File: config.mk
export PLATFORM = sky130hd
export DESIGN_NAME = indent_dedent_scanner
export DESIGN_NICKNAME = d
export VERILOG_FILES = /design/src/ids_pkg.sv /design/src/ids_ctrl.sv /design/src/ids_dp.sv /design/src/indent_dedent_scanner.sv
export SDC_FILE = /design/constraint.sdc
export NUM_CORES = 1
export LEC_CHECK = 0
export BUFFER_PORTS_ARGS = -buffer_cell sky130_fd_sc_hd__buf_2
export CAP_MARGIN = 20
export CORE_AREA = 2 2 272 274
export CTS_CLUSTER_SIZE = 14
export DETAILED_ROUTE_END_ITERATION = 10
export DIE_AREA = 0 0 274 276
export RECOVER_POWER = 50
export SYNTH_ARGS = -nofsm -noshare
export SYNTH_HDL_FRONTEND = slang
export SYNTH_SLANG_ARGS = --single-unit
File: constraint.sdc
create_clock -name clock -period 12.1 [get_ports clock]
set_clock_uncertainty 0.2 [all_clocks]
set_input_delay 1.21 -clock clock [delete_from_list [all_inputs] [get_ports clock]]
set_output_delay 1.21 -clock clock [all_outputs]
set_load 0.05 [all_outputs]
File: src/ids_pkg.sv
// Shared types and constants for the indentation scanner.
// Used by ids_ctrl, ids_dp, the top level and the port checker.
package ids_pkg;

   localparam int COL_W = 16;
   localparam logic [COL_W-1:0] COL_MAX = '1;
   localparam int TAB_W = 5;
   localparam logic [TAB_W-1:0] TAB_RESET = 5'd4;
   localparam int RUN_W = 5;
   localparam logic [RUN_W-1:0] MAX_RUN = 5'd31;

   localparam logic [7:0] CHAR_LF    = 8'h0A;
   localparam logic [7:0] CHAR_CR    = 8'h0D;
   localparam logic [7:0] CHAR_SPACE = 8'h20;
   localparam logic [7:0] CHAR_TAB   = 8'h09;

   typedef enum logic [1:0] {
      TOK_NEWLINE = 2'd0,
      TOK_INDENT  = 2'd1,
      TOK_DEDENT  = 2'd2
   } tok_type;

   typedef enum logic {
      ST_IDLE = 1'b0,
      ST_RUN  = 1'b1
   } state_type;

   // Controller to datapath.
   typedef struct packed {
      logic load;   // accept the presented input transaction
      logic step;   // emit one more DEDENT of a run
   } cmd_type;

   // Datapath to controller.
   typedef struct packed {
      logic emit_load;   // the presented item produces a token
      logic more_load;   // that token opens a run of further DEDENTs
      logic more_step;   // another DEDENT follows the current step
   } sts_type;

endpackage

File: src/ids_ctrl.sv
// Controller of the indentation scanner: handshake, run sequencing and
// output valid. Depends on ids_pkg.
module ids_ctrl
   import ids_pkg::*;
(
   input  logic    clock,
   input  logic    reset,
   input  logic    req_valid,
   output logic    req_stall,
   output logic    rsp_valid,
   input  logic    rsp_stall,
   input  sts_type sts,
   output cmd_type cmd
);

   state_type state_ff, state_in;
   logic rsp_valid_ff, rsp_valid_in;
   logic out_free;

   assign out_free  = !rsp_valid_ff || !rsp_stall;
   assign rsp_valid = rsp_valid_ff;

   always_ff @(posedge clock) begin
      if (reset) begin
         state_ff     <= ST_IDLE;
         rsp_valid_ff <= 1'b0;
      end else begin
         state_ff     <= state_in;
         rsp_valid_ff <= rsp_valid_in;
      end
   end

   always_comb begin
      state_in  = state_ff;
      cmd.load  = 1'b0;
      cmd.step  = 1'b0;
      req_stall = 1'b1;
      unique case (state_ff)
         ST_IDLE: begin
            req_stall = !out_free;
            cmd.load  = req_valid && out_free;
            if (cmd.load && sts.emit_load && sts.more_load) begin
               state_in = ST_RUN;
            end
         end
         ST_RUN: begin
            cmd.step = out_free;
            if (cmd.step && !sts.more_step) begin
               state_in = ST_IDLE;
            end
         end
         default: state_in = ST_IDLE;
      endcase

      // A new token lands in the output register whenever one is produced.
      if ((cmd.load && sts.emit_load) || cmd.step) begin
         rsp_valid_in = 1'b1;
      end else if (!rsp_stall) begin
         rsp_valid_in = 1'b0;
      end else begin
         rsp_valid_in = rsp_valid_ff;
      end
   end

endmodule

File: src/ids_dp.sv
// Datapath of the indentation scanner: column, level stack memory, top of
// stack, run counter and output payload. Depends on ids_pkg.
module ids_dp
   import ids_pkg::*;
#(
   parameter int LEVEL_DEPTH = 32
) (
   input  logic             clock,
   input  logic             reset,
   input  logic             csr_write_en,
   input  logic [TAB_W-1:0] csr_tab_width,
   input  logic [7:0]       req_char_code,
   input  logic             req_end_of_input,
   input  logic             req_indent_ok,
   input  logic             req_dedent_ok,
   input  logic             req_newline_ok,
   input  cmd_type          cmd,
   output sts_type          sts,
   output tok_type          token_kind,
   output logic             last_of_run
);

   localparam int CW = $clog2(LEVEL_DEPTH + 1);
   localparam int IW = $clog2(LEVEL_DEPTH);

   logic [COL_W-1:0] mem [LEVEL_DEPTH];
   logic [COL_W-1:0] rd_ff;
   logic             base_ff;

   logic [TAB_W-1:0] tab_ff;
   logic [CW-1:0]    count_ff, count_in;
   logic [COL_W-1:0] col_ff, col_in;
   logic             nl_ff, nl_in;
   logic [COL_W-1:0] top_ff, top_in;
   logic [COL_W-1:0] limit_ff, limit_in;
   logic             all_ff, all_in;
   logic [RUN_W-1:0] run_ff, run_in;
   tok_type          token_ff;
   logic             last_ff;

   logic [COL_W-1:0] below;
   logic [COL_W:0]   col_sum;
   logic [COL_W-1:0] col_sat;
   logic             deep_run;
   logic             dec_emit, dec_push, dec_pop, dec_more, dec_run;
   tok_type          dec_kind;
   logic             push, pop;
   logic [IW-1:0]    rd_addr;

   // Column held by the level just under the top one; the base level is 0.
   assign below    = base_ff ? '0 : rd_ff;
   assign deep_run = count_ff > CW'(2);

   always_comb begin
      if (req_char_code == CHAR_TAB) begin
         col_sum = {1'b0, col_ff} + (COL_W + 1)'(tab_ff);
      end else begin
         col_sum = {1'b0, col_ff} + (COL_W + 1)'(1);
      end
      col_sat = col_sum[COL_W] ? COL_MAX : col_sum[COL_W-1:0];
   end

   // Decode of the presented item.
   always_comb begin
      dec_emit = 1'b0;
      dec_push = 1'b0;
      dec_pop  = 1'b0;
      dec_more = 1'b0;
      dec_run  = 1'b0;
      dec_kind = TOK_NEWLINE;
      if (req_end_of_input) begin
         if (req_dedent_ok && count_ff > CW'(1)) begin
            dec_emit = 1'b1;
            dec_pop  = 1'b1;
            dec_kind = TOK_DEDENT;
            dec_more = deep_run;
         end
      end else if (nl_ff && req_char_code != CHAR_LF && req_char_code != CHAR_SPACE &&
                   req_char_code != CHAR_TAB && req_char_code != CHAR_CR) begin
         if (col_ff > top_ff && req_indent_ok) begin
            if (count_ff < CW'(LEVEL_DEPTH)) begin
               dec_emit = 1'b1;
               dec_push = 1'b1;
               dec_kind = TOK_INDENT;
            end
         end else if (col_ff < top_ff && req_dedent_ok) begin
            dec_emit = 1'b1;
            dec_pop  = 1'b1;
            dec_run  = 1'b1;
            dec_kind = TOK_DEDENT;
            dec_more = deep_run && (below > col_ff);
         end else if (req_newline_ok) begin
            dec_emit = 1'b1;
            dec_kind = TOK_NEWLINE;
         end
      end
   end

   assign sts.emit_load = dec_emit;
   assign sts.more_load = dec_more;
   assign sts.more_step = (run_ff < MAX_RUN - RUN_W'(1)) && deep_run &&
                          (all_ff || below > limit_ff);

   assign push = cmd.load && dec_push;
   assign pop  = (cmd.load && dec_pop) || cmd.step;

   always_comb begin
      col_in   = col_ff;
      nl_in    = nl_ff;
      limit_in = limit_ff;
      all_in   = all_ff;
      run_in   = run_ff;
      if (cmd.load) begin
         if (req_end_of_input) begin
            all_in = 1'b1;
            run_in = RUN_W'(1);
         end else begin
            case (req_char_code) inside
               CHAR_LF: begin
                  nl_in  = 1'b1;
                  col_in = '0;
               end
               CHAR_SPACE, CHAR_TAB: col_in = col_sat;
               CHAR_CR: ;
               default: begin
                  nl_in  = 1'b0;
                  col_in = '0;
                  if (dec_run) begin
                     all_in   = 1'b0;
                     limit_in = col_ff;
                     run_in   = RUN_W'(1);
                  end
               end
            endcase
         end
      end else if (cmd.step) begin
         run_in = run_ff + RUN_W'(1);
      end

      if (push) begin
         count_in = count_ff + CW'(1);
         top_in   = col_ff;
      end else if (pop) begin
         count_in = count_ff - CW'(1);
         top_in   = below;
      end else begin
         count_in = count_ff;
         top_in   = top_ff;
      end
   end

   // The read port follows the level under the next top, so a pop per cycle
   // always finds its new neighbor ready.
   assign rd_addr = IW'(count_in - CW'(2));

   always_ff @(posedge clock) begin
      if (push) begin
         mem[count_ff[IW-1:0]] <= col_ff;
      end
      rd_ff <= mem[rd_addr];
   end

   always_ff @(posedge clock) begin
      if (reset) begin
         tab_ff   <= TAB_RESET;
         count_ff <= CW'(1);
         col_ff   <= '0;
         nl_ff    <= 1'b0;
         top_ff   <= '0;
         base_ff  <= 1'b0;
      end else begin
         if (csr_write_en) begin
            tab_ff <= csr_tab_width;
         end
         count_ff <= count_in;
         col_ff   <= col_in;
         nl_ff    <= nl_in;
         top_ff   <= top_in;
         base_ff  <= count_in == CW'(2);
      end
   end

   always_ff @(posedge clock) begin
      limit_ff <= limit_in;
      all_ff   <= all_in;
      run_ff   <= run_in;
      if (cmd.load && dec_emit) begin
         token_ff <= dec_kind;
         last_ff  <= !dec_more;
      end else if (cmd.step) begin
         token_ff <= TOK_DEDENT;
         last_ff  <= !sts.more_step;
      end
   end

   assign token_kind  = token_ff;
   assign last_of_run = last_ff;

endmodule

File: src/indent_dedent_scanner.sv
// Latency: a token is presented the cycle after its character transaction.
// Throughput, unless the output stalls: one character per cycle; a run of
// DEDENTs holds the input, one per cycle from the stack memory read port.
// Reset (synchronous): one open level at column 0, column and newline flag
// cleared, tab width 4; stack entries above the base are not cleared.
// Top level of the indentation scanner; depends on ids_pkg, ids_ctrl, ids_dp.
module indent_dedent_scanner
   import ids_pkg::*;
#(
   parameter int LEVEL_DEPTH = 32
) (
   input  logic             clock,
   input  logic             reset,
   input  logic             csr_write_en,
   input  logic [TAB_W-1:0] csr_tab_width,
   input  logic             req_valid,
   output logic             req_stall,
   input  logic [7:0]       req_char_code,
   input  logic             req_end_of_input,
   input  logic             req_indent_ok,
   input  logic             req_dedent_ok,
   input  logic             req_newline_ok,
   output logic             rsp_valid,
   input  logic             rsp_stall,
   output logic [1:0]       rsp_token_kind,
   output logic             rsp_last_of_run
);

   cmd_type cmd;
   sts_type sts;
   tok_type token_kind;

   ids_ctrl u_ctrl (
      .clock     (clock),
      .reset     (reset),
      .req_valid (req_valid),
      .req_stall (req_stall),
      .rsp_valid (rsp_valid),
      .rsp_stall (rsp_stall),
      .sts       (sts),
      .cmd       (cmd)
   );

   ids_dp #(
      .LEVEL_DEPTH (LEVEL_DEPTH)
   ) u_dp (
      .clock            (clock),
      .reset            (reset),
      .csr_write_en     (csr_write_en),
      .csr_tab_width    (csr_tab_width),
      .req_char_code    (req_char_code),
      .req_end_of_input (req_end_of_input),
      .req_indent_ok    (req_indent_ok),
      .req_dedent_ok    (req_dedent_ok),
      .req_newline_ok   (req_newline_ok),
      .cmd              (cmd),
      .sts              (sts),
      .token_kind       (token_kind),
      .last_of_run      (rsp_last_of_run)
   );

   assign rsp_token_kind = token_kind;

endmodule

==> results.sh, run 1 <==
export IMPL_drtIter0Drc=1776
export IMPL_cts_resized_gates=0
export IMPL_grt_first_pass_wirelength_um=97400
export IMPL_status="finished, violations left"
export IMPL_crit_start="u_dp.col_ff[0]"
export IMPL_vias=14993
export IMPL_syn_cell_area_mm2=0.0253
export IMPL_p_per_area_mw_per_mm2=143
export IMPL_final_util_pct=39.3
export IMPL_cts_tree="built"
export IMPL_max_cap_violations=17
export IMPL_dp_final_hpwl_um=38900
export IMPL_yosysUniqueCellTypes=78
export IMPL_report_final_slew_viol_count=680
export IMPL_cts_sinks=600
export IMPL_grt_total_usage_pct=17.4
export IMPL_max_stage_delay_ns=1.52
export IMPL_drive_gt1_share_pct=13.6
export IMPL_worstPathArrival_ns=8.79
export IMPL_ys_seq_area_share_pct=68.8
export IMPL_yosys_area_share_simple_pct=9.76
export IMPL_synth_flop_cell="edfxtp_1"
export IMPL_io_pin_count=27
export IMPL_cp_slowest_cell="clkbuf_1"
export IMPL_cp_start_kind="register"
export IMPL_hold_path_class="register to register"
export IMPL_vias_per_cell=5.37
export IMPL_path_buf_inv=5
export IMPL_htree_levels=2
export IMPL_clkLatencyLatePin_ns=0.63
export IMPL_hold_violations=0
export IMPL_setup_viol=0
export IMPL_die_w_um=274
export IMPL_syn_avg_cell_area_um2=14.7
export IMPL_synthAdderAreaFrac_pct=3.05
export IMPL_fp_dieH_um=276
export IMPL_crit_family="buffers and inverters"
export IMPL_path_cells="clkbuf_1 > inv_1 > ha_1 > nor2b_1 > o211ai_1 > a2111o_1 > nand3_1 > nand2_1 > inv_2 > a221oi_1 > nor2_1 > inv_1 > ha_1 > xnor2_1 > xnor2_4 > buf_12 > mux2i_1 > o22ai_1 > nor4_1 > nor3_2"
export IMPL_area_growth_pct=13.0
export IMPL_synth_top_family_by_area="simple AND/OR/NAND/NOR gates"
export IMPL_grt_pass1_vias=14653
export IMPL_fin_crit_sh_pct=70.3
export IMPL_synth_xor_area_share_pct=0.584
export IMPL_ys_async_sr_fraction_pct=0
export IMPL_hold_buffers=0
export IMPL_dpl_cell_area_mm2=0.0267
export IMPL_gp_congestion=0.884
export IMPL_cts_root_buffer_cell="clkbuf_16"
export IMPL_io_buffers=26
export IMPL_syn_nets=1803
export IMPL_cts_buffers=57
export IMPL_max_freq_mhz=117
export IMPL_dpl_cell_count=2684
export IMPL_power_total_mw=4.09
export IMPL_synth_compound_area_share_pct=6.73
export IMPL_leakagePower_nw=10.1
export IMPL_clk_path_buf_depth=3
export IMPL_cp_end_kind="register"
export IMPL_die_area_mm2=0.0756
export IMPL_routed_wl_um=66500
export IMPL_placement_rows=99
export IMPL_setup_ws_ns=3.59
export IMPL_drc=0
export IMPL_start_util_pct=34.8
export IMPL_crit_type="register to register"
export IMPL_tightest_slew_ns=2.35
export IMPL_avgRoutedWirePerCell_um=23.8
export IMPL_path_clk_slew_ns=0.06
export IMPL_nNetsFinal=1867
export IMPL_mostFrequentLayoutCell="edfxtp_1"
export IMPL_final_instance_count_excl_fill=2792
export IMPL_synth_cells=1720
export IMPL_synth_edf_count=537
export IMPL_layout_common_cells="edfxtp_1 (537), nand2_1 (191), a21oi_1 (110)"
export IMPL_holdCritStartpoint="u_dp.top_ff[13]"
export IMPL_hold_ws_ns=0.287
export IMPL_fin_area_mm2=0.0286
export IMPL_cts_setup_buffers=0
export IMPL_synthMuxAreaShare_pct=8.37
export IMPL_ant_nets=0
export IMPL_rsz0062_at_grt="false"
export IMPL_rr_startpoint="u_dp.col_ff[0]"
export IMPL_post_place_ws_ns=4.77
export IMPL_critical_path_required_ns=12.38
export IMPL_yosysWarnings=0
export IMPL_ir_drop_uv=115
export IMPL_grt_start_max_net_pins=103
export IMPL_fillers=6714
export IMPL_slew_headroom_pct=-56.8
export IMPL_core_mm2=0.0726
export IMPL_fin_tns_setup_ns=0
export IMPL_violations="capacitance limit, slew limit"
export IMPL_overflow=0
export IMPL_drt_first_pass_iters=6
export IMPL_cp_max_fo=102
export IMPL_final_min_clock_period_ns=8.51
export IMPL_antenna_found_initial=0
export IMPL_ys_seq_elements=600
[cell type report]
| class | instances | area, um2 | area share, % |
|---|---|---|---|
| Antenna cell | 1 | 2.50 | 0.00876 |
| Clock buffer | 77 | 1540 | 5.40 |
| Clock inverter | 30 | 394 | 1.38 |
| Inverter | 66 | 248 | 0.868 |
| Multi-Input combinational cell | 973 | 7260 | 25.4 |
| Sequential cell | 600 | 17400 | 60.9 |
| Tap cell | 959 | 1200 | 4.20 |
| Timing Repair Buffer | 86 | 520 | 1.82 |
[path summary, 6_finish.rpt]
path                                         to  slack [ns]  cells past startpoint
worst max-delay path              u_dp.rd_ff[5]        3.59                     20
worst min-delay path            u_dp.top_ff[13]        0.29                      2
worst max register to register    u_dp.rd_ff[5]        3.59                     20
worst min register to register  u_dp.top_ff[13]        0.29                      2
[routing by layer]
metal | wire length (um) | vias up | part of all wire [%] | track usage, %
li1 | - | 6719 | - | -
met1 | 27400 | 7611 | 41 | 23.1
met2 | 33000 | 564 | 50 | 29.5
met3 | 4360 | 99 | 6.5 | 2.55
met4 | 1830 | 0 | 2.7 | 5.06
met5 | 0 | - | 0 | 0
[power by group]
part	leakage, nW	internal, mW	total (mW)	switching (mW)
Sequential	5.59	2.22	2.23	0.00124
Clock	0.934	1.07	1.85	0.777
Combinational	3.58	0.00628	0.0173	0.0110
[Yosys cell counts (35+ instances only)]
cell type  count  area (um2)
edfxtp_1     537       16100
nand2_1      193         724
a21oi_1      110         551
nor2_1        88         330
mux2i_1       73         731
inv_1         64         240
dfxtp_1       63        1260
mux4_2        61        1370
ha_1          60         751
o22ai_1       48         300
nor3_1        47         235
clkbuf_1      38         143
nor4_1        35         219
[worst reg2reg max path, stage by stage (launching register included)]
cell	delay, ns
dfxtp_1	0.30
clkbuf_1	1.52
inv_1	0.23
ha_1	0.30
nor2b_1	0.11
o211ai_1	0.09
a2111o_1	0.38
nand3_1	0.33
nand2_1	0.90
inv_2	0.48
a221oi_1	0.20
nor2_1	0.17
inv_1	0.08
ha_1	0.21
xnor2_1	0.59
xnor2_4	0.20
buf_12	0.38
mux2i_1	0.50
o22ai_1	0.15
nor4_1	0.92
nor3_2	0.12
[cells by family (layout without fill, tap and decap cells)]
group                    count (synthesis)  count (layout)
flip-flops                             600             600
AND/OR/NAND/NOR                        498             498
AO/OA/AOI/OAI                          266             266
buffers and inverters                  147             259
multiplexers                           135             135
adder cells (fa/ha/maj)                 61              61
XOR/XNOR                                13              13
other                                    0               1
[sequential cells by signal (all words and copies together) (netlist names), 2 cells and up]
register         flops
u_dp.token_kind      2
u_dp.top_ff         16
u_dp.count_ff        6
u_dp.rd_ff          16
u_dp.col_ff         16
u_dp.tab_ff          5
u_dp.mem           512
u_dp.run_ff          5
u_dp.limit_ff       16
Note: power is estimated with default switching activity, not from simulation.
==> run 2: changes to the inputs <==
clock period = 8.3 ns   (was 12.1 ns; I/O delays follow)
==> results.sh, run 2 (synthesis gave the netlist of run 1 again) <==
export IMPL_cts_tree="built"
export IMPL_fin_tns_setup_ns=0
export IMPL_max_stage_delay_ns=0.72
export IMPL_path_buf_inv=5
export IMPL_ant_nets=0
export IMPL_core_mm2=0.0726
export IMPL_cp_endpoint="u_dp.rd_ff[15]"
export IMPL_setup_viol=0
export IMPL_start_util_pct=34.8
export IMPL_hold_buffers=0
export IMPL_cts_sinks=600
export IMPL_cp_end_kind="register"
export IMPL_dp_final_hpwl_um=39000
export IMPL_path_clk_slew_ns=0.06
export IMPL_cp_max_fo=61
export IMPL_antenna_found_initial=3
export IMPL_seqPwrFrac_pct=54.3
export IMPL_critical_path_required_ns=8.62
export IMPL_cts_root_buffer_cell="clkbuf_16"
export IMPL_cp_slowest_cell="xnor2_4"
export IMPL_final_min_clock_period_ns=6.53
export IMPL_worstReg2RegEnd="u_dp.rd_ff[15]"
export IMPL_io_buffers=26
export IMPL_routed_wl_um=66400
export IMPL_busiest_layer="met2"
export IMPL_use_met1_pct=24.3
export IMPL_p_comb_share_pct=0.4
export IMPL_hold_violations=0
export IMPL_grt_total_usage_pct=17.4
export IMPL_grt_start_max_net_pins=62
export IMPL_crit_type="register to register"
export IMPL_max_cap_violations=14
export IMPL_path_cells="buf_4 > ha_1 > nand4_1 > nor2_1 > a221oi_1 > nand3_1 > nand2_4 > inv_2 > a221oi_1 > nor2_1 > inv_1 > ha_1 > xnor2_1 > xnor2_4 > buf_12 > buf_4 > mux2i_1 > o22ai_1 > nor4_1 > nor3_2"
export IMPL_holdCritStartpoint="csr_tab_width[3]"
export IMPL_vias_per_cell=5.36
export IMPL_grt_pass1_vias=15012
export IMPL_area_growth_pct=13.6
export IMPL_cts_setup_buffers=0
export IMPL_drive_gt1_share_pct=14.7
export IMPL_critical_path_depth=20
export IMPL_drc=0
export IMPL_rsz0062_at_grt="false"
export IMPL_overflow=0
export IMPL_rr_startpoint="u_dp.col_ff[10]"
export IMPL_drt_first_pass_iters=5
export IMPL_r2r_slack_ns=1.77
export IMPL_placement_rows=99
export IMPL_status="finished, violations left"
export IMPL_avgRoutedWirePerCell_um=23.6
export IMPL_cp_start_kind="register"
export IMPL_crit_start="u_dp.col_ff[10]"
export IMPL_hold_ws_ns=0.236
export IMPL_layout_common_cells="edfxtp_1 (537), nand2_1 (191), a21oi_1 (110)"
export IMPL_p_switching_mw=1.20
export IMPL_fin_crit_sh_pct=78.7
export IMPL_worstPathArrival_ns=6.85
export IMPL_drtIter0Drc=1542
export IMPL_report_final_slew_viol_count=561
export IMPL_final_util_pct=39.6
export IMPL_die_w_um=274
export IMPL_p_per_area_mw_per_mm2=208
export IMPL_r2r_cells=20
export IMPL_cts_buffers=61
export IMPL_grt_first_pass_wirelength_um=98000
export IMPL_largest_reg_flops=512
export IMPL_violations="capacitance limit, slew limit"
export IMPL_crit_family="simple AND/OR/NAND/NOR gates"
export IMPL_grt_use_met2_pct=27.6
export IMPL_leakagePower_nw=10.3
export IMPL_final_instance_count_excl_fill=2811
export IMPL_p_clk_share_pct=45.3
export IMPL_p_int_mw=4.78
export IMPL_dpl_cell_count=2695
export IMPL_max_freq_mhz=153
export IMPL_die_area_mm2=0.0756
export IMPL_htree_levels=2
export IMPL_cts_resized_gates=0
export IMPL_clk_path_buf_depth=3
export IMPL_fp_dieH_um=276
export IMPL_ir_drop_uv=146
export IMPL_slew_headroom_pct=-61.0
export IMPL_mostFrequentLayoutCell="edfxtp_1"
export IMPL_clkLatencyLatePin_ns=0.65
export IMPL_vias=15080
export IMPL_switching_share_pct=20.0
export IMPL_io_pin_count=27
export IMPL_gp_congestion=0.855
export IMPL_met3_usage_pct=2.74
export IMPL_tightest_slew_ns=2.42
export IMPL_hold_path_class="primary input to register"
export IMPL_nNetsFinal=1882
[run 2: worst min-delay path by stage]
stage | to | slack, ns | cells past startpoint
after floorplan | u_dp.tab_ff[0] | 0.25 | 2
final | u_dp.tab_ff[3] | 0.24 | 3
after detailed placement | u_dp.top_ff[12] | 0.28 | 2
after global routing | u_dp.tab_ff[2] | 0.22 | 2
after CTS | u_dp.tab_ff[3] | 0.21 | 3
after global placement | u_dp.top_ff[13] | 0.27 | 2
[run 2: metal layers]
| layer | share of wire [%] | wire [um] |
|---|---|---|
| met5 | 0.020 | 13 |
| met1 | 43 | 28800 |
| met3 | 7.0 | 4630 |
| met2 | 47 | 31100 |
| met4 | 2.9 | 1930 |
[run 2: stage by stage]
step	instance area, um2	setup slack [ns]	total power, mW
3_5_place_dp	26800	1.74	3.33
2_1_floorplan	25300	3.37	3.32
5_1_grt	28700	1.36	6.14
4_1_cts	28800	1.81	6.03
6_report	28700	1.77	5.98
3_3_place_gp	26800	1.52	3.33
[run 2: cell type report]
cell class	instances	area, um2
diodes	1	2.50
clock buffers	73	1590
clock inverters	42	405
fillers	6744	43900
inverters	66	248
multi-input cells	973	7260
flip-flops and latches	600	17400
well taps	959	1200
repair buffers	97	617
[run 2: tightest hold or removal path, stage by stage]
cell     delay, ns
buf_2         0.07
mux2i_1       0.05
nor2_1        0.07
[run 2: power groups by stage]
stage,clock [mW],combinational [mW],sequential (mW)
floorplan,0,0.0142,3.31
global placement,0,0.0246,3.31
detailed placement,0,0.0251,3.31
CTS,2.76,0.0251,3.24
global route,2.87,0.0275,3.24
finish,2.71,0.0251,3.24
